<file path="config.mk">
export PLATFORM = sky130hd
export DESIGN_NAME = dam_mem
export DESIGN_NICKNAME = d
export VERILOG_FILES = /design/src/rtl/assert_macros.svh /design/src/rtl/dam_pkg.sv /design/src/rtl/dam_ram.sv /design/src/rtl/dam_mem.sv
export SDC_FILE = /design/constraint.sdc
export NUM_CORES = 2
export LEC_CHECK = 0
export BUFFER_PORTS_ARGS = -buffer_cell sky130_fd_sc_hd__buf_2
export CORE_MARGIN = 2
export CORE_UTILIZATION = 63
export CTS_CLUSTER_DIAMETER = 50
export DETAILED_ROUTE_END_ITERATION = 7
export GPL_TIMING_DRIVEN = 0
export PLACE_DENSITY = 0.79
export SETUP_SLACK_MARGIN = 0.05
export SYNTH_ARGS = -nofsm -noshare
export SYNTH_HDL_FRONTEND = slang
export SYNTH_SLANG_ARGS = --single-unit
</file>
<file path="constraint.sdc">
create_clock -name clk_i -period 2.45 [get_ports clk_i]
set_clock_uncertainty 0.1 [all_clocks]
set_input_delay 0.245 -clock clk_i [delete_from_list [all_inputs] [get_ports clk_i]]
set_output_delay 0.245 -clock clk_i [all_outputs]
set_load 0.05 [all_outputs]
</file>
<file path="src/rtl/assert_macros.svh">
// ----------------------------------------------------------------------------
// Assertion macros
// Shared concurrent assertion forms for the decimal accumulator machine.
// ----------------------------------------------------------------------------
`ifndef ASSERT_MACROS_SVH
`define ASSERT_MACROS_SVH

// check under reset gating
`define DAM_ASSERT(name, prop, msg) \
  name: assert property (@(posedge clk_i) disable iff (!rst_ni) prop) \
    else $error(msg);

// check that holds through reset as well
`define DAM_ASSERT_ALWAYS(name, prop, msg) \
  name: assert property (@(posedge clk_i) prop) else $error(msg);

`endif

</file>
<file path="src/rtl/dam_pkg.sv">
// ----------------------------------------------------------------------------
// dam_pkg
// Types, codes and constants of the decimal accumulator machine.
// ----------------------------------------------------------------------------
package dam_pkg;

  localparam int MEM_WORDS_DEF = 100;
  localparam int ADDR_W        = 7;
  localparam int WORD_W        = 32;
  localparam int DW_W          = 15;
  localparam int IN_DATA_W     = 24;
  localparam int OUT_DATA_W    = 80;

  localparam logic signed [DW_W-1:0]   WORD_MAX = 15'sd9999;
  localparam logic signed [DW_W-1:0]   WORD_MIN = -15'sd9999;
  localparam logic signed [WORD_W-1:0] INSN_MIN = 32'sd1000;
  localparam logic signed [WORD_W-1:0] INSN_MAX = 32'sd4399;
  localparam logic [13:0]              RECIP_100 = 14'd5243;

  typedef enum logic [1:0] {
    CMD_LOAD    = 2'd0,
    CMD_EXEC    = 2'd1,
    CMD_READ    = 2'd2,
    CMD_RESTART = 2'd3
  } cmd_e;

  typedef enum logic [2:0] {
    ST_OK       = 3'd0,
    ST_HALT     = 3'd1,
    ST_DIV_ZERO = 3'd2,
    ST_BAD_OP   = 3'd3,
    ST_PC_OVR   = 3'd4,
    ST_REJECT   = 3'd5,
    ST_STOPPED  = 3'd6
  } status_e;

  typedef enum logic [5:0] {
    OP_READ  = 6'd10,
    OP_WRITE = 6'd11,
    OP_LOAD  = 6'd20,
    OP_STORE = 6'd21,
    OP_ADD   = 6'd30,
    OP_SUB   = 6'd31,
    OP_DIV   = 6'd32,
    OP_MUL   = 6'd33,
    OP_BR    = 6'd40,
    OP_BRNEG = 6'd41,
    OP_BRZ   = 6'd42,
    OP_HALT  = 6'd43
  } op_e;

  typedef enum logic [2:0] {
    S_IDLE,
    S_RDDATA,
    S_DECODE,
    S_OPRD,
    S_EXEC,
    S_DIV,
    S_OUT
  } state_e;

  typedef struct packed {
    logic              we;
    logic [ADDR_W-1:0] waddr;
    logic [WORD_W-1:0] wdata;
    logic [ADDR_W-1:0] raddr;
  } mem_req_t;

endpackage

</file>
<file path="src/rtl/dam_ram.sv">
// ----------------------------------------------------------------------------
// dam_ram
// Generic single-write, single-read synchronous RAM with registered read.
// ----------------------------------------------------------------------------
module dam_ram #(
  parameter int WIDTH = 32,
  parameter int DEPTH = 100
) (
  input  logic                     clk_i,
  input  logic                     we_i,
  input  logic [$clog2(DEPTH)-1:0] waddr_i,
  input  logic [WIDTH-1:0]         wdata_i,
  input  logic [$clog2(DEPTH)-1:0] raddr_i,
  output logic [WIDTH-1:0]         rdata_o
);

  logic [WIDTH-1:0] mem_q [DEPTH];

  always_ff @(posedge clk_i) begin
    if (we_i) begin
      mem_q[waddr_i] <= wdata_i;
    end
    rdata_o <= mem_q[raddr_i];
  end

endmodule

</file>
<file path="src/rtl/dam_mem.sv">
// ----------------------------------------------------------------------------
// dam_mem
// Main memory: RAM plus per-word valid bits so unwritten words read as zero.
// ----------------------------------------------------------------------------
module dam_mem #(
  parameter int MEM_WORDS = dam_pkg::MEM_WORDS_DEF
) (
  input  logic                        clk_i,
  input  logic                        rst_ni,
  input  dam_pkg::mem_req_t           req_i,
  output logic [dam_pkg::WORD_W-1:0]  rdata_o
);
  import dam_pkg::*;

  localparam int AW = $clog2(MEM_WORDS);

  logic [MEM_WORDS-1:0] vld_q;
  logic                 rvld_q;
  logic [WORD_W-1:0]    ram_rdata;

  dam_ram #(
    .WIDTH (WORD_W),
    .DEPTH (MEM_WORDS)
  ) u_ram (
    .clk_i   (clk_i),
    .we_i    (req_i.we),
    .waddr_i (req_i.waddr[AW-1:0]),
    .wdata_i (req_i.wdata),
    .raddr_i (req_i.raddr[AW-1:0]),
    .rdata_o (ram_rdata)
  );

  always_ff @(posedge clk_i or negedge rst_ni) begin
    if (!rst_ni) begin
      vld_q  <= '0;
      rvld_q <= 1'b0;
    end else begin
      if (req_i.we) begin
        vld_q[req_i.waddr[AW-1:0]] <= 1'b1;
      end
      rvld_q <= vld_q[req_i.raddr[AW-1:0]];
    end
  end

  assign rdata_o = rvld_q ? ram_rdata : '0;

endmodule

</file>
Yosys cells after proc, flatten, opt, wreduce, memory -nomap -nowiden

Memories as Yosys holds them, arrays and structs flattened. A register that Yosys moved wholly into a read port is not among the register bits.
Index checks and enable logic that the tools add are counted.

$add $sub $neg: 0
Multiply operators: 0
Divide/modulo/power cells: 0
Magnitude comparators: 3
Equality and inequality tests: 0
Shift operators: 0
Muxes and demuxes: 7
Bitwise gates (word level): 1
Reduce and logical (&&, ||, !) cells: 1

Operator list:

| cell                                                              | count |
|---|---|
| OR 100 bit                                                        | 1 |
| 2-to-1 mux 32 bit                                                 | 1 |
| less-than comparator 7 x 8 -> 1 bit, second input constant        | 2 |
| binary-select mux 1 bit (select 7 bit)                            | 1 |
| demux 1 bit (select 7 bit)                                        | 1 |
| greater-or-equal comparator 7 x 1 -> 1 bit, second input constant | 1 |
| 2-to-1 mux 1 bit                                                  | 4 |
| logical AND 1 bit                                                 | 1 |

Register bits: 101
Latch bits: 0
Bits in writable memories: 3200
ROM bits: 0
Bits of input ports: 49
Output and inout port bits: 32
Word-level logic and storage cells: 15
Memories kept: 1

Memory list:

| name        | words | bits a word | read ports | clocked after Yosys merged registers in | write ports | RTL line      | RTL |
|---|---|---|---|---|---|---|---|
| u_ram.mem_q | 100   | 32          | 1          | 1                                       | 1           | dam_ram.sv:17 | `logic [WIDTH-1:0] mem_q [DEPTH];` |

Longest topological paths before layout

Depth in word-level cells: 5
Mapped depth: 12
Gate-level depth less buffers: 6

Cells and area by module

Synthesis repeated with hierarchy kept, for this count alone.

Cells, all modules: 5855
Area total of the unflattened synthesis: 127612.4 µm²

Modules (own cells, without submodules):

| module  | times used | cells an instance | area an instance (µm²) | sequential area each (µm²) |
|---|---|---|---|---|
| dam_ram | 1          | 5502              | 122916.6               | 96732.8 |
| dam_mem | 1          | 353               | 4695.8                 | 2527.4 |

Worst setup path before layout

No wires, ideal clock.

Kind: input to register
Start point: input port req_i[44] (netlist bit)
End point: memory u_ram.mem_q[56][0] (enable)
Library setup time: 462 ps
Arrival time: 3131 ps
Required time: 1888 ps
Slack: -1244 ps
Cell stages on the path: 4
Path buffers: 0
Path through: nor2b_1 nand4_1 or2_2 nor3_1

RTL lines:

| element     | RTL line      | RTL |
|---|---|---|
| from (decl) | dam_mem.sv:10 | `input dam_pkg::mem_req_t req_i,` |
| to (decl)   | dam_ram.sv:17 |  |

Straight into the memory's write port.

==> results.cfg <==
[outcome]
status = finished with violations
violations = DRC, capacitance limit, slew limit, setup timing

[floorplanning]
io_pins = 81
coreArea_sq_um = 201500
die_area_sq_um = 205700
die_h_microns = 453.6
start_util_pct = 63.20
die_w_microns = 453.6
rows = 165

[placement]
numPortBuffers = 76
placed_area_sq_um = 135800
dp_hpwl_microns = 344800
routabilityCongestion = 1.099

[synthesis]
syn_avg_cell_area_sq_um = 22.32
synth_edf_count = 3200
synth_cell_types = 59
yosysWarnings = 0
yosysTopAreaCellShare_pct = 75.46
synth-seq-cells = 3333
yosysSeqAreaShare_pct = 77.95
synth_most_common_cell = edfxtp_1
netlist_instances = 5706
synth.area.top_cells = edfxtp_1 75%, mux4_2 14%, dfrtp_1 2.0%
syn-cell-area_sq_um = 127300
async_flop_share_pct = 3.030
syn_nets = 5755
synthTopCellsByCount = 3,200 x edfxtp_1, 784 x mux4_2, 229 x mux2i_1
synth_top_cell_by_area = edfxtp_1
ys.flop_type = edfxtp_1

[cts]
cts_buffer_depth = 4
path_clk_slew_ns = 0.07
tritoncts = yes
clock_sinks = 3333
cts_root_buffer = clkbuf_16
cts_made_buffers = 349
cts.htree.levels = 5
clk_latency_ns = 1.02

[final_layout]
drive_gt1_share_pct = 35.58
nets = 6509
final_util_pct = 75.35
fillers = 10417
multiInputGateArea_sq_um = 28530
final-seq-area_sq_um = 99260
final_area_sq_um = 151800
area.growth.synth_to_final_pct = 19.23

[setup_path]
critPathLaunchType = primary input
worstSetupEndpointType = register
slowest_stage = nand4_1
critPathMaxStageDelay_ns = 0.82
cp_max_fo = 10
critPathKind = in -> reg
r2r_setup_slack_ns = -0.61
crit_top_cell = buf_6
path_cells = buf_4 > buf_6 > buf_6 > buf_8 > mux2i_1 > o22ai_1 > nor3_2 > nor2_1 > o211ai_1 > nand4_1
cp_top_family = buffers and inverters
critPathRequiredTime_ns = 2.95
crit_arrival_ns = 3.59
crit_buf_inv = 4

[timing]
grt_setup_unrepaired = true
fmax_ghz = 0.3232
slew_violations = 22
hold_viol = 0
finalWorstSetupSlack_ns = -0.6437
whs_ns = 0.03618
finalSetupViolations = 189
period_needed_ns = 3.094
fin_crit_sh_pct = 126.3
fin_setup_tns_ns = -14.43
worst_slew_pin_slew_ns = 1.630
slew_headroom_pct = -8.650

[global_routing]
grt_pass1_wl_microns = 686800
grt_pass1_vias = 71215
met1_usage_pct = 61.58
overflow = 0
grt.met2_usage_pct = 70.25
use_met3_pct = 29.79
top_usage_layer = met2
antenna_found_initial = 58
grt_usage_pct = 52.83
grt_max_degree = 89

[hold_path]
hold_class = in -> reg

[pwr]
leakagePower_nw = 49.12
vdd_drop_max_mv = 0.8579
power.density_nw_per_um2 = 824.4

[detailed_routing]
drt_first_pass_iters = 8
totalWireLength_microns = 543900
drc_errors = 3
drtIter0Drc = 18910
routedWlPerCell_microns = 57.62
vias_per_cell = 8.248
vias = 77841
ant_nets = 0

[flow_run]
drv_cap = 2
-- repair_timing --
| action | 4_1_cts | 5_1_grt |
|---|---|---|
| hold endpoints to repair | 2984 | 38 |
| cloned | 4 | 0 |
| pin swaps | 43 | 45 |
| gates resized for setup | 734 | 170 |
| hold buffers | 42 | 1 |
| setup endpoints to repair | 410 | 400 |
| buffers inserted | 48 | 60 |
-- sequential cells by signal (all words and copies together) (netlist names) --
signal,count
rvld_q,1
u_ram.mem_q,3200
u_ram.rdata_o,32
vld_q,100
-- metal layers --
layer,wire (microns),vias to the layer above
li1,-,25689
met5,942,-
met3,106700,2806
met1,154400,38829
met2,220700,10467
met4,61130,50
-- final timing paths --
check | start | end | depth (start not counted)
max in group asynchronous | rst_ni | vld_q[60]$_DFFE_PN0P_ | 4
worst min register to register | vld_q[5]$_DFFE_PN0P_ | vld_q[5]$_DFFE_PN0P_ | 1
worst min-delay path | req_i[41] | u_ram.mem_q[23][8]$_DFFE_PP_ | 5
worst max-delay path | req_i[1] | u_ram.rdata_o[2]$_DFF_P_ | 10
min in group asynchronous | rst_ni | vld_q[49]$_DFFE_PN0P_ | 4
worst max register to register | u_ram.mem_q[17][2]$_DFFE_PP_ | u_ram.rdata_o[2]$_DFF_P_ | 6
-- tightest hold or removal path, delay by kind of cell --
kind / cells / cell delay, ns
simple gates: 2 / 0.20
buf+inv: 3 / 0.51
-- where the power goes --
| group | internal (mW) | total, mW | switching (mW) |
|---|---|---|---|
| sequential | 62.9 | 63.1 | 0.225 |
| clock | 29.0 | 51.7 | 22.7 |
| combinational | 3.14 | 10.3 | 7.19 |
| total | 95.0 | 125 | 30.2 |
-- cell families (layout without fill, tap and decap cells) --
family | after synthesis | after routing | synth area share [%]
and+or+nand+nor | 564 | 565 | 2.220
other | 0 | 44 | 0
DFF | 3333 | 3333 | 77.95
buffers and inverters | 300 | 1315 | 1.494
AOI/OAI and AO/OA | 480 | 480 | 2.527
muxes | 1029 | 1029 | 15.81
-- metrics by stage --
stage / worst slack (ns) / total power, mW / cells
2_1_floorplan: -0.4383 / 67.78 / 5706
3_3_place_gp: -4.475 / 72.18 / 8454
3_5_place_dp: -3.087 / 72.56 / 8629
4_1_cts: -0.4548 / 123.2 / 9333
5_1_grt: -0.3400 / 126.2 / 9400
6_report: -0.6437 / 125.2 / 9438
-- area by class of cell --
class / count / area share [%]
Antenna cell: 44 / 0.07252
Sequential cell: 3333 / 65.38
Inverter: 3 / 0.007417
Clock inverter: 178 / 0.9617
Tap cell: 2672 / 2.202
Timing Repair Buffer: 406 / 4.083
Buffer: 293 / 2.355
Multi-Input combinational cell: 2074 / 18.79
Clock buffer: 435 / 6.149
-- cell usage in the layout, fill, tap and decap left out, types with 33 or more instances in the layout --
| cell | Yosys | routed |
|---|---|---|
| edfxtp_1 | 3200 | 3200 |
| mux4_2 | 784 | 784 |
| clkbuf_16 | 0 | 364 |
| buf_12 | 6 | 186 |
| mux2i_1 | 229 | 184 |
| buf_4 | 78 | 167 |
| a22oi_1 | 125 | 108 |
| or2_2 | 105 | 105 |
| nor2_4 | 0 | 103 |
| dfrtp_1 | 101 | 100 |
| buf_6 | 32 | 83 |
| clkbuf_1 | 80 | 80 |
| nand2_1 | 92 | 77 |
| o22ai_1 | 93 | 76 |
| clkinv_2 | 0 | 64 |
| buf_16 | 0 | 63 |
| buf_8 | 3 | 61 |
| a21oi_1 | 87 | 57 |
| clkinv_1 | 1 | 49 |
| nor2_1 | 161 | 45 |
| diode_2 | 0 | 44 |
| dlygate4sd3_1 | 0 | 42 |
| nor2b_1 | 47 | 40 |
| nand3_1 | 37 | 33 |
| and2_4 | 0 | 33 |
Note: power is estimated with default switching activity, not from simulation.
