### config.mk
export PLATFORM = sky130hd
export DESIGN_NAME = dam_div
export DESIGN_NICKNAME = d
export VERILOG_FILES = /design/src/rtl/dam_pkg.sv /design/src/rtl/dam_div.sv
export VERILOG_INCLUDE_DIRS = /design/src /design/src/rtl
export SDC_FILE = /design/constraint.sdc
export NUM_CORES = 1
export LEC_CHECK = 0
export ABC_CLOCK_PERIOD_IN_PS = 3100
export BUFFER_PORTS_ARGS = -buffer_cell sky130_fd_sc_hd__buf_2
export CAP_MARGIN = 20
export CELL_PAD_IN_SITES_DETAIL_PLACEMENT = 0
export CELL_PAD_IN_SITES_GLOBAL_PLACEMENT = 1
export CORE_ASPECT_RATIO = 0.9
export CORE_UTILIZATION = 40
export CTS_CLUSTER_SIZE = 14
export DETAILED_ROUTE_END_ITERATION = 10
export GPL_TIMING_DRIVEN = 0
export PLACE_DENSITY_LB_ADDON = 0.2
export SKIP_LAST_GASP = 1
export SLEW_MARGIN = 20
export SYNTH_ARGS = -nofsm -noshare
export SYNTH_HDL_FRONTEND = slang
export SYNTH_SLANG_ARGS = --single-unit
### constraint.sdc
create_clock -name clk_i -period 3.1 [get_ports clk_i]
set_clock_uncertainty 0.1 [all_clocks]
set_input_delay 0.31 -clock clk_i [delete_from_list [all_inputs] [get_ports clk_i]]
set_output_delay 0.31 -clock clk_i [all_outputs]
set_load 0.02 [all_outputs]
### src/rtl/assert_macros.svh
// ----------------------------------------------------------------------------
// Assertion macros
// Shared concurrent assertion forms for the decimal accumulator machine.
// ----------------------------------------------------------------------------
`ifndef ASSERT_MACROS_SVH
`define ASSERT_MACROS_SVH

// check under reset gating
`define DAM_ASSERT(name, prop, msg) \
  name: assert property (@(posedge clk_i) disable iff (!rst_ni) prop) \
    else $error(msg);

// check that holds through reset as well
`define DAM_ASSERT_ALWAYS(name, prop, msg) \
  name: assert property (@(posedge clk_i) prop) else $error(msg);

`endif

### src/rtl/dam_pkg.sv
// ----------------------------------------------------------------------------
// dam_pkg
// Types, codes and constants of the decimal accumulator machine.
// ----------------------------------------------------------------------------
package dam_pkg;

  localparam int MEM_WORDS_DEF = 100;
  localparam int ADDR_W        = 7;
  localparam int WORD_W        = 32;
  localparam int DW_W          = 15;
  localparam int IN_DATA_W     = 24;
  localparam int OUT_DATA_W    = 80;

  localparam logic signed [DW_W-1:0]   WORD_MAX = 15'sd9999;
  localparam logic signed [DW_W-1:0]   WORD_MIN = -15'sd9999;
  localparam logic signed [WORD_W-1:0] INSN_MIN = 32'sd1000;
  localparam logic signed [WORD_W-1:0] INSN_MAX = 32'sd4399;
  localparam logic [13:0]              RECIP_100 = 14'd5243;

  typedef enum logic [1:0] {
    CMD_LOAD    = 2'd0,
    CMD_EXEC    = 2'd1,
    CMD_READ    = 2'd2,
    CMD_RESTART = 2'd3
  } cmd_e;

  typedef enum logic [2:0] {
    ST_OK       = 3'd0,
    ST_HALT     = 3'd1,
    ST_DIV_ZERO = 3'd2,
    ST_BAD_OP   = 3'd3,
    ST_PC_OVR   = 3'd4,
    ST_REJECT   = 3'd5,
    ST_STOPPED  = 3'd6
  } status_e;

  typedef enum logic [5:0] {
    OP_READ  = 6'd10,
    OP_WRITE = 6'd11,
    OP_LOAD  = 6'd20,
    OP_STORE = 6'd21,
    OP_ADD   = 6'd30,
    OP_SUB   = 6'd31,
    OP_DIV   = 6'd32,
    OP_MUL   = 6'd33,
    OP_BR    = 6'd40,
    OP_BRNEG = 6'd41,
    OP_BRZ   = 6'd42,
    OP_HALT  = 6'd43
  } op_e;

  typedef enum logic [2:0] {
    S_IDLE,
    S_RDDATA,
    S_DECODE,
    S_OPRD,
    S_EXEC,
    S_DIV,
    S_OUT
  } state_e;

  typedef struct packed {
    logic              we;
    logic [ADDR_W-1:0] waddr;
    logic [WORD_W-1:0] wdata;
    logic [ADDR_W-1:0] raddr;
  } mem_req_t;

endpackage

### src/rtl/dam_div.sv
// ----------------------------------------------------------------------------
// dam_div
// Signed 32-bit divider, truncating, one quotient bit per cycle.
// ----------------------------------------------------------------------------
`include "assert_macros.svh"

module dam_div (
  input  logic                       clk_i,
  input  logic                       rst_ni,
  input  logic                       start_i,
  input  logic [dam_pkg::WORD_W-1:0] dividend_i,
  input  logic [dam_pkg::WORD_W-1:0] divisor_i,
  output logic                       done_o,
  output logic [dam_pkg::WORD_W-1:0] quotient_o
);
  import dam_pkg::*;

  logic              busy_q, busy_d;
  logic              done_q, done_d;
  logic [4:0]        cnt_q, cnt_d;
  logic [WORD_W-1:0] rem_q, rem_d;
  logic [WORD_W-1:0] quo_q, quo_d;
  logic [WORD_W-1:0] dvs_q, dvs_d;
  logic              neg_q, neg_d;
  logic [WORD_W:0]   shifted;
  logic [WORD_W:0]   diff;

  assign shifted = {rem_q, quo_q[WORD_W-1]};
  assign diff    = shifted - {1'b0, dvs_q};

  always_comb begin
    busy_d = busy_q;
    done_d = 1'b0;
    cnt_d  = cnt_q;
    rem_d  = rem_q;
    quo_d  = quo_q;
    dvs_d  = dvs_q;
    neg_d  = neg_q;
    if (start_i) begin
      busy_d = 1'b1;
      cnt_d  = '0;
      rem_d  = '0;
      quo_d  = dividend_i[WORD_W-1] ? (WORD_W'(0) - dividend_i) : dividend_i;
      dvs_d  = divisor_i[WORD_W-1] ? (WORD_W'(0) - divisor_i) : divisor_i;
      neg_d  = dividend_i[WORD_W-1] ^ divisor_i[WORD_W-1];
    end else if (busy_q) begin
      if (!diff[WORD_W]) begin
        rem_d = diff[WORD_W-1:0];
        quo_d = {quo_q[WORD_W-2:0], 1'b1};
      end else begin
        rem_d = shifted[WORD_W-1:0];
        quo_d = {quo_q[WORD_W-2:0], 1'b0};
      end
      cnt_d = cnt_q + 5'd1;
      if (cnt_q == 5'd31) begin
        busy_d = 1'b0;
        done_d = 1'b1;
      end
    end
  end

  always_ff @(posedge clk_i or negedge rst_ni) begin
    if (!rst_ni) begin
      busy_q <= 1'b0;
      done_q <= 1'b0;
      cnt_q  <= '0;
    end else begin
      busy_q <= busy_d;
      done_q <= done_d;
      cnt_q  <= cnt_d;
    end
  end

  always_ff @(posedge clk_i) begin
    rem_q <= rem_d;
    quo_q <= quo_d;
    dvs_q <= dvs_d;
    neg_q <= neg_d;
  end

  assign done_o     = done_q;
  assign quotient_o = neg_q ? (WORD_W'(0) - quo_q) : quo_q;

  `DAM_ASSERT(a_start_busy, start_i |=> busy_q, "divider not busy after start")
  `DAM_ASSERT_ALWAYS(a_done_idle, done_q |-> !busy_q, "divider done while busy")

endmodule

# Word level (Yosys, flattened, before mapping)
# Cells that the tools add are included.
[word_totals] reg_bits=104 in_bits=67 output_inout_bits=33 elab_cells=31
[classes] add_sub_neg=5 eq_ne=1 muxes=15 bitwise=1 reduce_logical=1
[op_table] operator="2-to-1 mux 32 bit" n=5
[op_table] operator="subtractor 1 x 32 -> 32 bit (first input constant)" n=3
[op_table] operator="subtractor 33 x 32 -> 33 bit" n=1
[op_table] operator="2-to-1 mux 31 bit" n=1
[op_table] operator="2-to-1 mux 5 bit" n=2
[op_table] operator="2-to-1 mux 1 bit" n=7
[op_table] operator="adder 5 x 1 -> 5 bit (second input constant)" n=1
[op_table] operator="== test 5 bit (second input constant)" n=1
[op_table] operator="nonzero test 2 bit" n=1
[op_table] operator="XOR 1 bit" n=1

# Logic depth before layout (Yosys ltp)
# Gate-level depths: netlist (run 1).
[logic_depth] ltp_word=4 depth_mapped=13 depth_no_buf=12

# Worst setup path after synthesis (run 1)
# OpenSTA, ideal clock, no wires.
[synth_timing] path_type="register -> output" from="reg quo_q[9]" to="out quotient_o[26] in the netlist's numbering" arrival_ns=3.021 t_required_ns=2.690 path_slack_ns=-0.331 stages_incl_launch_ff=8 path_cell_list="edfxtp_1 or4_1 or2_1 or4_4 or4_4 or4_4 o41ai_2 xnor2_1"
[synth_between] elab_chain_len=2
[synth_rtl] item="from (decl)" line="dam_div.sv:22" source="logic [WORD_W-1:0] quo_q, quo_d;"
[synth_rtl] item="from (signal assigned)" line="dam_div.sv:76" source="quo_q <= quo_d;"
[synth_rtl] item="subtractor 1 x 32 -> 32 bit" line="dam_div.sv:82" source="assign quotient_o = neg_q ? (WORD_W'(0) - quo_q) : quo_q;"
[synth_rtl] item="2-to-1 mux 32 bit" line="dam_div.sv:82"
[synth_rtl] item="to (decl)" line="dam_div.sv:14" source="output logic [dam_pkg::WORD_W-1:0] quotient_o"
# Every way passes these cells.

# Final worst setup path (run 1)
[layout_timing] from="reg quo_q[10]" to="out quotient_o[26] in the netlist's numbering"
# Same word-level chain as after synthesis.

==> run metrics, run 1 <==
Starting Density=41.3%; leading post-synthesis cells by cell area=edfxtp_1 25%, xnor2_1 8.8%, dfxtp_1 8.3%; final critical path time including I/O delays and setup=3.96 ns; worst max-slew margin expressed relative to the limit=28.5%; setup repair after global routing missed its margin=true; clock sink count=104; power per standard cell area=417 mW/mm²; Async SR Flop Fraction=6.73%; Finished Cell Area=0.00945 mm²; sw power=1.24 mW; Floorplan Core Area=0.0186 mm²; post-synthesis xor/xnor area fraction=13.7%; initial antenna violation count=0; proportion of layout cells with a drive suffix above 1=19.8%; buffer type at the clock tree root=clkbuf_16; start point of the critical path=quo_q[10]$_DFFE_PP_; drt pass-1 iters=5; cell area after technology mapping=0.00770 mm²; area taken by flip-flops and latches=0.00277 mm²; first-pass GRT wire length=33600 µm; Peak VDD IR=0.248 mV; Avg Cell Area, Syn=8.53 µm²; cell leakage power=3.67 nW; number of diodes added for antenna fixing=0; buffer levels on the longest clock path=2; total grt overflow=0; cell type with the highest aggregate area in the netlist=edfxtp_1; final setup margin=-0.855 ns; antenna viol nets, final=0; placed cell count=1246; via count of the first global-routing pass=6482; hpwl dp=15600 µm; violated checks=setup timing; register bit total from synthesis=104; TritonCTS Buffers=9; slew of the pin with the lowest slew margin=1.07 ns; crit-path max FO=4; post-synth top area share=25.4%; vias after detailed routing=6934; cells after synthesis=902; Clk pin slew, worst setup/hold paths=0.07 ns; CTS tree=built; number of remaining DRC errors=0; PnR Total Power=3.94 mW; post-synthesis share of cell area spent on full adders, half adders and majority gates=6.27%; Simple-Gate Fraction of Synth Area=19.2%; data arrival time of the worst path=3.55 ns; FF-to-FF Start=dvs_q[15]$_DFFE_PP_; count of distinct cell types in the synthesized netlist=63; most instantiated cells after synthesis=116 x nand2_1, 86 x nor2_1, 77 x xnor2_1; Die Footprint=0.0198 mm²; Critical Path Start Type=flop; path category of the worst min-delay check=in2reg; hold slack=0.0867 ns; area growth from synthesis to layout=22.8%; prevailing post-synth register cell=edfxtp_1; dominant combinational cell family by area after synthesis=compound AO/OA/AOI/OAI gates; combinational fraction of design power=25.3%; Horiz. Die Dim=148 µm; detail-routed via count per cell=5.42; die outline height=134 µm; type of the worst setup path=reg2out; number of top-level pins=100; final-report max-slew violation count=0; standard-cell rows=47; multiplexer area fraction after synthesis=0.520%; Overall Global Routing Usage=21.6%; warning count from the yosys run=0; routed length per instance=16.2 µm; outcome=finished with violations; Max Freq=253 MHz; number of max-cap violations=0; Final Wtd Congestion=0.842; dpl cell area=0.00855 mm²; sequential-to-total area share from yosys stat=36.0%; part of the cycle the worst path needs=128%; H-tree level count=3; area fraction in compound gates after synthesis=20.0%; part of the power in the clock network=31.6%; cell internal power dissipation=2.70 mW; fill cell count=1821; Final Non-Filler Cells=1280; largest net degree at the start of global routing=35; multi-input combinational cell area=0.00498 mm²; cell with the most instances after synthesis=nand2_1; wirelength, routed=20800 µm; Clk Latency, worst-skew pair=0.36 ns; port bufs=99; final setup violating endpoints=11; critical path data required time=2.69 ns; crit end category=output port; number of hold violations in the final report=0; number of enable-type register cells in the synthesized netlist=65; sequential fraction of design power=43.1%; final net count=1135; Net Count, Synth=1007; switching part of the total power=31.5%; worst hold path startpoint=divisor_i[0]; Detailed Route Iter0 Violations=424
[state kept, by name, indices dropped and copies added, names as in the netlist]
register and flops:
quo_q 32, rem_q 32, dvs_q 32, neg_q 1, cnt_q 5, done_o 1
busy_q 1
[placed cells by master (no fill, tap or decap), types with 9 or more instances in the layout]
cell and n:
nand2_1 116, buf_2 90, nor2_1 86, xnor2_1 72, a21oi_1 66, edfxtp_1 65
inv_1 47, o21ai_0 46, xor2_1 42, ha_1 32, dfxtp_1 32, buf_4 31
clkbuf_1 28, a311oi_1 21, o31ai_1 18, or3_1 14, nand2b_1 13, nand3_1 11
o41ai_1 11, clkbuf_16 10, nand4_1 9
[per-layer routing]
metal,global-route usage (%),wire length [µm],vias up
li1,-,-,3519
met5,0,0,-
met3,2.95,752,16
met2,33.5,9090,134
met4,4.35,239,0
met1,31.9,10700,3265
[logic make-up after synthesis]
logic type	count (synthesis)
compound gates	237
simple gates	310
mux	4
xor+xnor	120
buf+inv	89
flops	104
fa+ha+maj	38
[final timing paths]
check / depth (start not counted) / end / slack [ns]
max: 8 / quotient_o[26] / -0.86
min: 1 / dvs_q[0]$_DFFE_PP_ / 0.09
max reg2reg: 11 / rem_q[30]$_SDFFE_PP0P_ / 0.13
min reg2reg: 2 / rem_q[20]$_SDFFE_PP0P_ / 0.40
max in group asynchronous: 2 / cnt_q[0]$_DFFE_PN0P_ / 2.54
min in group asynchronous: 2 / done_o$_DFF_PN0_ / 0.21
[critical path, stage by stage (launching register included)]
cell and delay [ns]:
edfxtp_1 0.40, or4_1 0.54, or2_1 0.23, or4_4 0.43, or4_4 0.50, or4_4 0.49, o41ai_4 0.29, xnor2_2 0.14
buf_4 0.15
[final cells by class]
type	instances	area share (%)
tap	245	3.24
sequential	104	29.3
clock inverter	6	0.768
multi-input combinational	709	52.7
buffer	36	1.92
inverter	47	1.87
timing repair buffer	123	7.56
clock buffer	10	2.65
[power by group through the flow]
| stage | logic [mW] | clock network [mW] | registers, mW |
|---|---|---|---|
| global placement | 0.899 | 0 | 1.72 |
| floorplan | 0.624 | 0 | 1.70 |
| finish | 0.995 | 1.25 | 1.70 |
| detailed placement | 0.905 | 0 | 1.73 |
| CTS | 0.971 | 1.28 | 1.69 |
| global route | 1.09 | 1.33 | 1.71 |
[what timing repair did]
| action | CTS | global route |
|---|---|---|
| gates cloned | 0 | 0 |
| endpoints found under the hold margin | 7 | 0 |
| resized for setup | 52 | 47 |
| setup endpoints to repair | 44 | 55 |
| buffers inserted | 18 | 5 |
| hold buffers | 1 | 0 |
| pin swaps | 6 | 11 |
[metrics by stage]
stage / worst slack, ns / TNS, ns / utilization, %
after CTS: -0.873 / -6.16 / 49.4
after detailed placement: -0.982 / -34.72 / 45.9
after floorplan: -0.306 / -1.10 / -
final: -0.855 / -6.61 / 50.7
after global routing: -0.955 / -7.98 / 50.7
after global placement: -1.07 / -35.43 / 45.9
(Power assumes the default switching activity.)
==> inputs of run 2 (changes only) <==
--- a/config.mk
+++ b/config.mk
@@ -16,7 +16,7 @@
 export CTS_CLUSTER_SIZE = 14
 export DETAILED_ROUTE_END_ITERATION = 10
 export GPL_TIMING_DRIVEN = 0
-export PLACE_DENSITY_LB_ADDON = 0.2
+export PLACE_DENSITY_LB_ADDON = 0.1
 export SKIP_LAST_GASP = 1
 export SLEW_MARGIN = 20
 export SYNTH_ARGS = -nofsm -noshare
==> run 2 against run 1 <==
Effect of this change: critical endpoint unchanged; sequential power hardly changed; die area is the same; final cell count rose by 0.94%; register-to-register slack is essentially flat; maximum frequency increased by 0.22%; sequential share of layout area decreased by 0.31 points; global-route usage increased by 0.67 points; the run still ends with setup timing left.
==> run metrics, run 2 (same netlist as run 1, synthesis figures left out) <==
number of remaining DRC errors=0; first-pass GRT wire length=34900 µm; buffer type at the clock tree root=clkbuf_16; Worst Hold Depth=1; final-report max-slew violation count=0; die outline height=134 µm; Max Freq=253 MHz; total grt overflow=0; dpl cell area=0.00855 mm²; worst r2r dst=rem_q[3]$_SDFFE_PP0P_; registers with the most flip-flops=dvs_q x32, quo_q x32, rem_q x32; delay of the slowest critical-path stage=0.50 ns; Clk pin slew, worst setup/hold paths=0.08 ns; Overall Global Routing Usage=22.3%; cell leakage power=3.75 nW; wirelength, routed=21600 µm; path category of the worst min-delay check=in2reg; Detailed Route Iter0 Violations=408; number of top-level pins=100; antenna viol nets, final=0; critical path data required time=2.69 ns; area growth from synthesis to layout=24.1%; Final Wtd Congestion=0.858; initial antenna violation count=0; buffer and inverter count on the worst path=2; proportion of layout cells with a drive suffix above 1=20.6%; worst path cell trace=inv_1 > ha_2 > nand2b_1 > nand2b_4 > or2_1 > or4_4 > or4_4 > or4_4 > o41ai_4 > xnor2_2 > buf_4; Die Footprint=0.0198 mm²; Floorplan Core Area=0.0186 mm²; Slowest-stage cell, CP=or4_4; final critical path time including I/O delays and setup=3.95 ns; number of max-cap violations=0; port bufs=99; part of the cycle the worst path needs=127%; worst hold path startpoint=divisor_i[0]; TritonCTS Buffers=9; PnR Total Power=4.00 mW; Horiz. Die Dim=148 µm; Clk Latency, worst-skew pair=0.36 ns; fill cell count=1835; Peak VDD IR=0.305 mV; largest net degree at the start of global routing=35; via count of the first global-routing pass=6754; routed length per instance=16.7 µm; most used cells in the layout excluding fill and tap cells=116 x nand2_1, 92 x buf_2, 86 x nor2_1, 72 x xnor2_1; Finished Cell Area=0.00955 mm²; H-tree level count=3; Most Frequent Cell on Critical Path=or4_4; end point of the worst hold path=dvs_q[0]$_DFFE_PP_; CTS tree=built; worst max-slew margin expressed relative to the limit=37.9%; detail-routed via count per cell=5.44; crit end category=output port; Starting Density=41.3%; clock sink count=104; reg2reg setup slack=0.14 ns; hold slack=0.0845 ns; standard-cell rows=47; final setup violating endpoints=13; FF-to-FF Start=dvs_q[0]$_DFFE_PP_; violated checks=setup timing; buffer levels on the longest clock path=2; type of the worst setup path=reg2out; crit-path max FO=4; final net count=1147; final setup margin=-0.847 ns; slew of the pin with the lowest slew margin=0.931 ns; number of hold violations in the final report=0; outcome=finished with violations; data arrival time of the worst path=3.54 ns; vias after detailed routing=7032; drt pass-1 iters=6; setup repair after global routing missed its margin=true; power per standard cell area=418 mW/mm²; Critical Path Start Type=flop; number of diodes added for antenna fixing=0; Worst R2R Path Depth=13; hpwl dp=15800 µm; cell class contributing the biggest share of worst-path delay=simple AND/OR/NAND/NOR gates; commonest non-fill, non-tap cell in the layout=nand2_1
-- run 2: worst max-delay path by stage --
stage                         from  cells after the start  slack [ns]                      to
2_1_floorplan   quo_q[9]$_DFFE_PP_                      7       -0.31          quotient_o[26]
3_3_place_gp   quo_q[31]$_DFFE_PP_                     12       -1.07  rem_q[18]$_SDFFE_PP0P_
3_5_place_dp   quo_q[31]$_DFFE_PP_                     12       -1.04  rem_q[18]$_SDFFE_PP0P_
4_1_cts         quo_q[0]$_DFFE_PP_                     11       -0.83          quotient_o[26]
5_1_grt         quo_q[0]$_DFFE_PP_                     11       -0.96          quotient_o[26]
6_report        quo_q[1]$_DFFE_PP_                     11       -0.85          quotient_o[26]
-- run 2: timing repair --
action                                  in CTS  in global routing
hold buffers                                 1                  0
setup buffers                               21                 14
pin swaps                                    8                 25
hold endpoints to repair                     7                  0
gates resized for setup                     46                 44
endpoints found under the setup margin      45                 55
-- run 2: per-layer routing --
layer	share of wire, %	routed length [µm]	global-route usage (%)	vias to the layer above
li1	-	-	-	3543
met1	52	11200	32.7	3377
met2	44	9490	34.7	102
met3	3.4	739	2.81	10
met4	0.89	192	4.87	0
met5	0	0	0	-
-- run 2: power by group --
group / switching [mW] / leakage, nW / total [mW] / internal, mW
combinational: 0.588 / 2.59 / 1.01 / 0.422
clock: 0.574 / 0.154 / 1.29 / 0.719
sequential: 0.0955 / 0.999 / 1.69 / 1.60
-- run 2: worst register-to-register path, cell delays in order, from the launching register on --
cell and delay, ns:
edfxtp_1 0.42, ha_2 0.21, fa_2 0.34, nand2b_4 0.17, a21oi_4 0.19, o21ai_4 0.11, a21oi_4 0.19, o21ai_4 0.12
xor2_2 0.20, buf_4 0.17, clkbuf_8 0.18, a211oi_1 0.20, a21oi_1 0.08, a211oi_1 0.22
-- run 2: final cells by class --
class | instances | area, µm² | share of cell area (%)
multi-input combinational | 709 | 5000 | 52.3
sequential | 104 | 2770 | 29.0
timing repair buffer | 135 | 801 | 8.38
tap | 245 | 307 | 3.21
clock buffer | 9 | 225 | 2.36
inverter | 47 | 176 | 1.85
buffer | 36 | 173 | 1.81
clock inverter | 7 | 104 | 1.09
-- run 2: per-stage QoR --
stage / std cells / utilization [%] / TNS (ns) / setup slack [ns]
after global placement: 1246 / 45.9 / -35.78 / -1.07
after CTS: 1281 / 49.4 / -7.41 / -0.832
after floorplan: 902 / - / -1.10 / -0.306
after global routing: 1292 / 51.2 / -9.61 / -0.956
final: 1292 / 51.2 / -7.86 / -0.847
after detailed placement: 1246 / 45.9 / -35.40 / -1.04
==> inputs of run 3 (changes only) <==
--- a/config.mk
+++ b/config.mk
@@ -16,6 +16,7 @@
 export CTS_CLUSTER_SIZE = 14
 export DETAILED_ROUTE_END_ITERATION = 10
 export GPL_TIMING_DRIVEN = 0
+export HOLD_SLACK_MARGIN = 0.12
 export PLACE_DENSITY_LB_ADDON = 0.1
 export SKIP_LAST_GASP = 1
 export SLEW_MARGIN = 20
==> run 3 against run 2 <==
Effect of this change: the run still ends with setup timing left; die area is the same; worst setup slack gained 0.013 ns; routed wire length shrank 0.15%; clock power is essentially flat; final cell count is essentially flat; critical path depth shrank 2; first-iteration DRC count grew 6.1%; register-to-register slack is essentially flat; sequential power is essentially flat; critical path type unchanged.
==> run metrics, run 3 (same netlist as run 1, synthesis figures left out) <==
cell leakage power=3.75 nW; Final Wtd Congestion=0.858; crit end category=output port; Detailed Route Iter0 Violations=433; final setup margin=-0.834 ns; setup repair after global routing missed its margin=true; critical path data required time=2.69 ns; buffer levels on the longest clock path=2; crit-path max FO=4; first-pass GRT wire length=35000 µm; sequential fraction of design power=42.4%; Overall Global Routing Usage=22.3%; Max Freq=254 MHz; data arrival time of the worst path=3.52 ns; Starting Density=41.3%; wirelength, routed=21600 µm; dpl cell area=0.00855 mm²; Floorplan Core Area=0.0186 mm²; final critical path time including I/O delays and setup=3.93 ns; antenna viol nets, final=0; Most Frequent Cell on Critical Path=or4_4; routed length per instance=16.7 µm; Horiz. Die Dim=148 µm; power per standard cell area=417 mW/mm²; die outline height=134 µm; Slowest-stage cell, CP=or4_4; commonest non-fill, non-tap cell in the layout=nand2_1; switching part of the total power=31.4%; area growth from synthesis to layout=24.2%; via count of the first global-routing pass=6763; final setup violating endpoints=13; registers with the most flip-flops=dvs_q x32, quo_q x32, rem_q x32; standard-cell rows=47; violated checks=setup timing; Finished Cell Area=0.00956 mm²; final net count=1148; most used cells in the layout excluding fill and tap cells=116 x nand2_1, 92 x buf_2, 86 x nor2_1, 72 x xnor2_1; slew of the pin with the lowest slew margin=0.970 ns; Clk pin slew, worst setup/hold paths=0.07 ns; buffer type at the clock tree root=clkbuf_16; drt pass-1 iters=5; vias after detailed routing=7063; sw power=1.25 mW; number of top-level pins=100; detail-routed via count per cell=5.46; part of the cycle the worst path needs=127%; number of remaining DRC errors=0; part of the power in the clock network=32.3%; number of max-cap violations=0; TritonCTS Buffers=9; number of diodes added for antenna fixing=0; CTS tree=built; proportion of layout cells with a drive suffix above 1=20.6%; Peak VDD IR=0.305 mV; outcome=finished with violations; initial antenna violation count=0; Clk Latency, worst-skew pair=0.36 ns; largest net degree at the start of global routing=35; path category of the worst min-delay check=in2reg; H-tree level count=3; type of the worst setup path=reg2out; total grt overflow=0; delay of the slowest critical-path stage=0.50 ns; worst max-slew margin expressed relative to the limit=35.3%; combinational fraction of design power=25.3%; port bufs=99; worst setup slack after placement=-1.04 ns; number of hold violations in the final report=0; final-report max-slew violation count=0; cell internal power dissipation=2.74 mW; Critical Path Start Type=flop; worst path cell trace=nor4_4 > nand2b_4 > or2_1 > or4_4 > or4_4 > or4_4 > o41ai_4 > xnor2_2 > buf_4; hpwl dp=15800 µm; clock sink count=104; Die Footprint=0.0198 mm²
run 3: critical path, delay by kind of cell, from the launching register on:
family | cells | cell delay (ns)
XOR/XNOR | 1 | 0.14
flip-flops | 1 | 0.44
AND/OR/NAND/NOR | 6 | 2.15
AO/OA/AOI/OAI | 1 | 0.28
buffers and inverters | 1 | 0.15
run 3: timing repair:
item	CTS	global route
hold buffers	2	0
setup buffers	21	14
pin swaps	8	25
endpoints found under the hold margin	8	0
setup endpoints to repair	45	55
gates resized for setup	46	44
run 3: through the flow:
step | power, mW | cells | hold WS, ns | setup TNS (ns) | utilization [%]
6_report | 3.99 | 1293 | 0.154 | -7.75 | 51.3
5_1_grt | 4.17 | 1293 | 0.151 | -9.61 | 51.3
4_1_cts | 3.97 | 1282 | 0.146 | -7.41 | 49.5
3_5_place_dp | 2.64 | 1246 | 0.0575 | -35.40 | 45.9
3_3_place_gp | 2.63 | 1246 | 0.0530 | -35.78 | 45.9
2_1_floorplan | 2.32 | 902 | -0.0856 | -1.10 | -
run 3: layout make-up:
type                            count  area [µm²]
Fill cell                        1835        9080
Multi-Input combinational cell    709        5000
Sequential cell                   104        2770
Timing Repair Buffer              136         811
Tap cell                          245         307
Clock buffer                        9         225
Inverter                           47         176
Buffer                             36         173
Clock inverter                      7         104
run 3: final timing paths:
| check | slack, ns | start | endpoint | cells after the start |
|---|---|---|---|---|
| worst min register to register | 0.41 | rem_q[19]$_SDFFE_PP0P_ | rem_q[20]$_SDFFE_PP0P_ | 2 |
| min in group asynchronous | 0.21 | rst_ni | done_o$_DFF_PN0_ | 2 |
| worst min-delay path | 0.15 | divisor_i[25] | dvs_q[25]$_DFFE_PP_ | 2 |
| worst max register to register | 0.13 | dvs_q[0]$_DFFE_PP_ | rem_q[3]$_SDFFE_PP0P_ | 13 |
| worst max-delay path | -0.83 | quo_q[6]$_DFFE_PP_ | quotient_o[26] | 9 |
| max in group asynchronous | 2.53 | rst_ni | cnt_q[1]$_DFFE_PN0P_ | 2 |
run 3: metal layers:
| layer | up-vias | GRT usage [%] | share of wire (%) | routed length [µm] |
|---|---|---|---|---|
| met1 | 3390 | 32.8 | 52 | 11100 |
| met4 | 0 | 4.87 | 1.0 | 215 |
| met3 | 13 | 2.81 | 3.5 | 752 |
| li1 | 3545 | - | - | - |
| met2 | 115 | 34.7 | 44 | 9460 |
| met5 | - | 0 | 0 | 0 |
run 3: power by group through the flow:
stage	sequential (mW)	combinational [mW]	clock, mW
floorplan	1.70	0.624	0
global placement	1.72	0.911	0
detailed placement	1.72	0.911	0
CTS	1.69	0.969	1.31
global route	1.71	1.11	1.35
finish	1.69	1.01	1.29
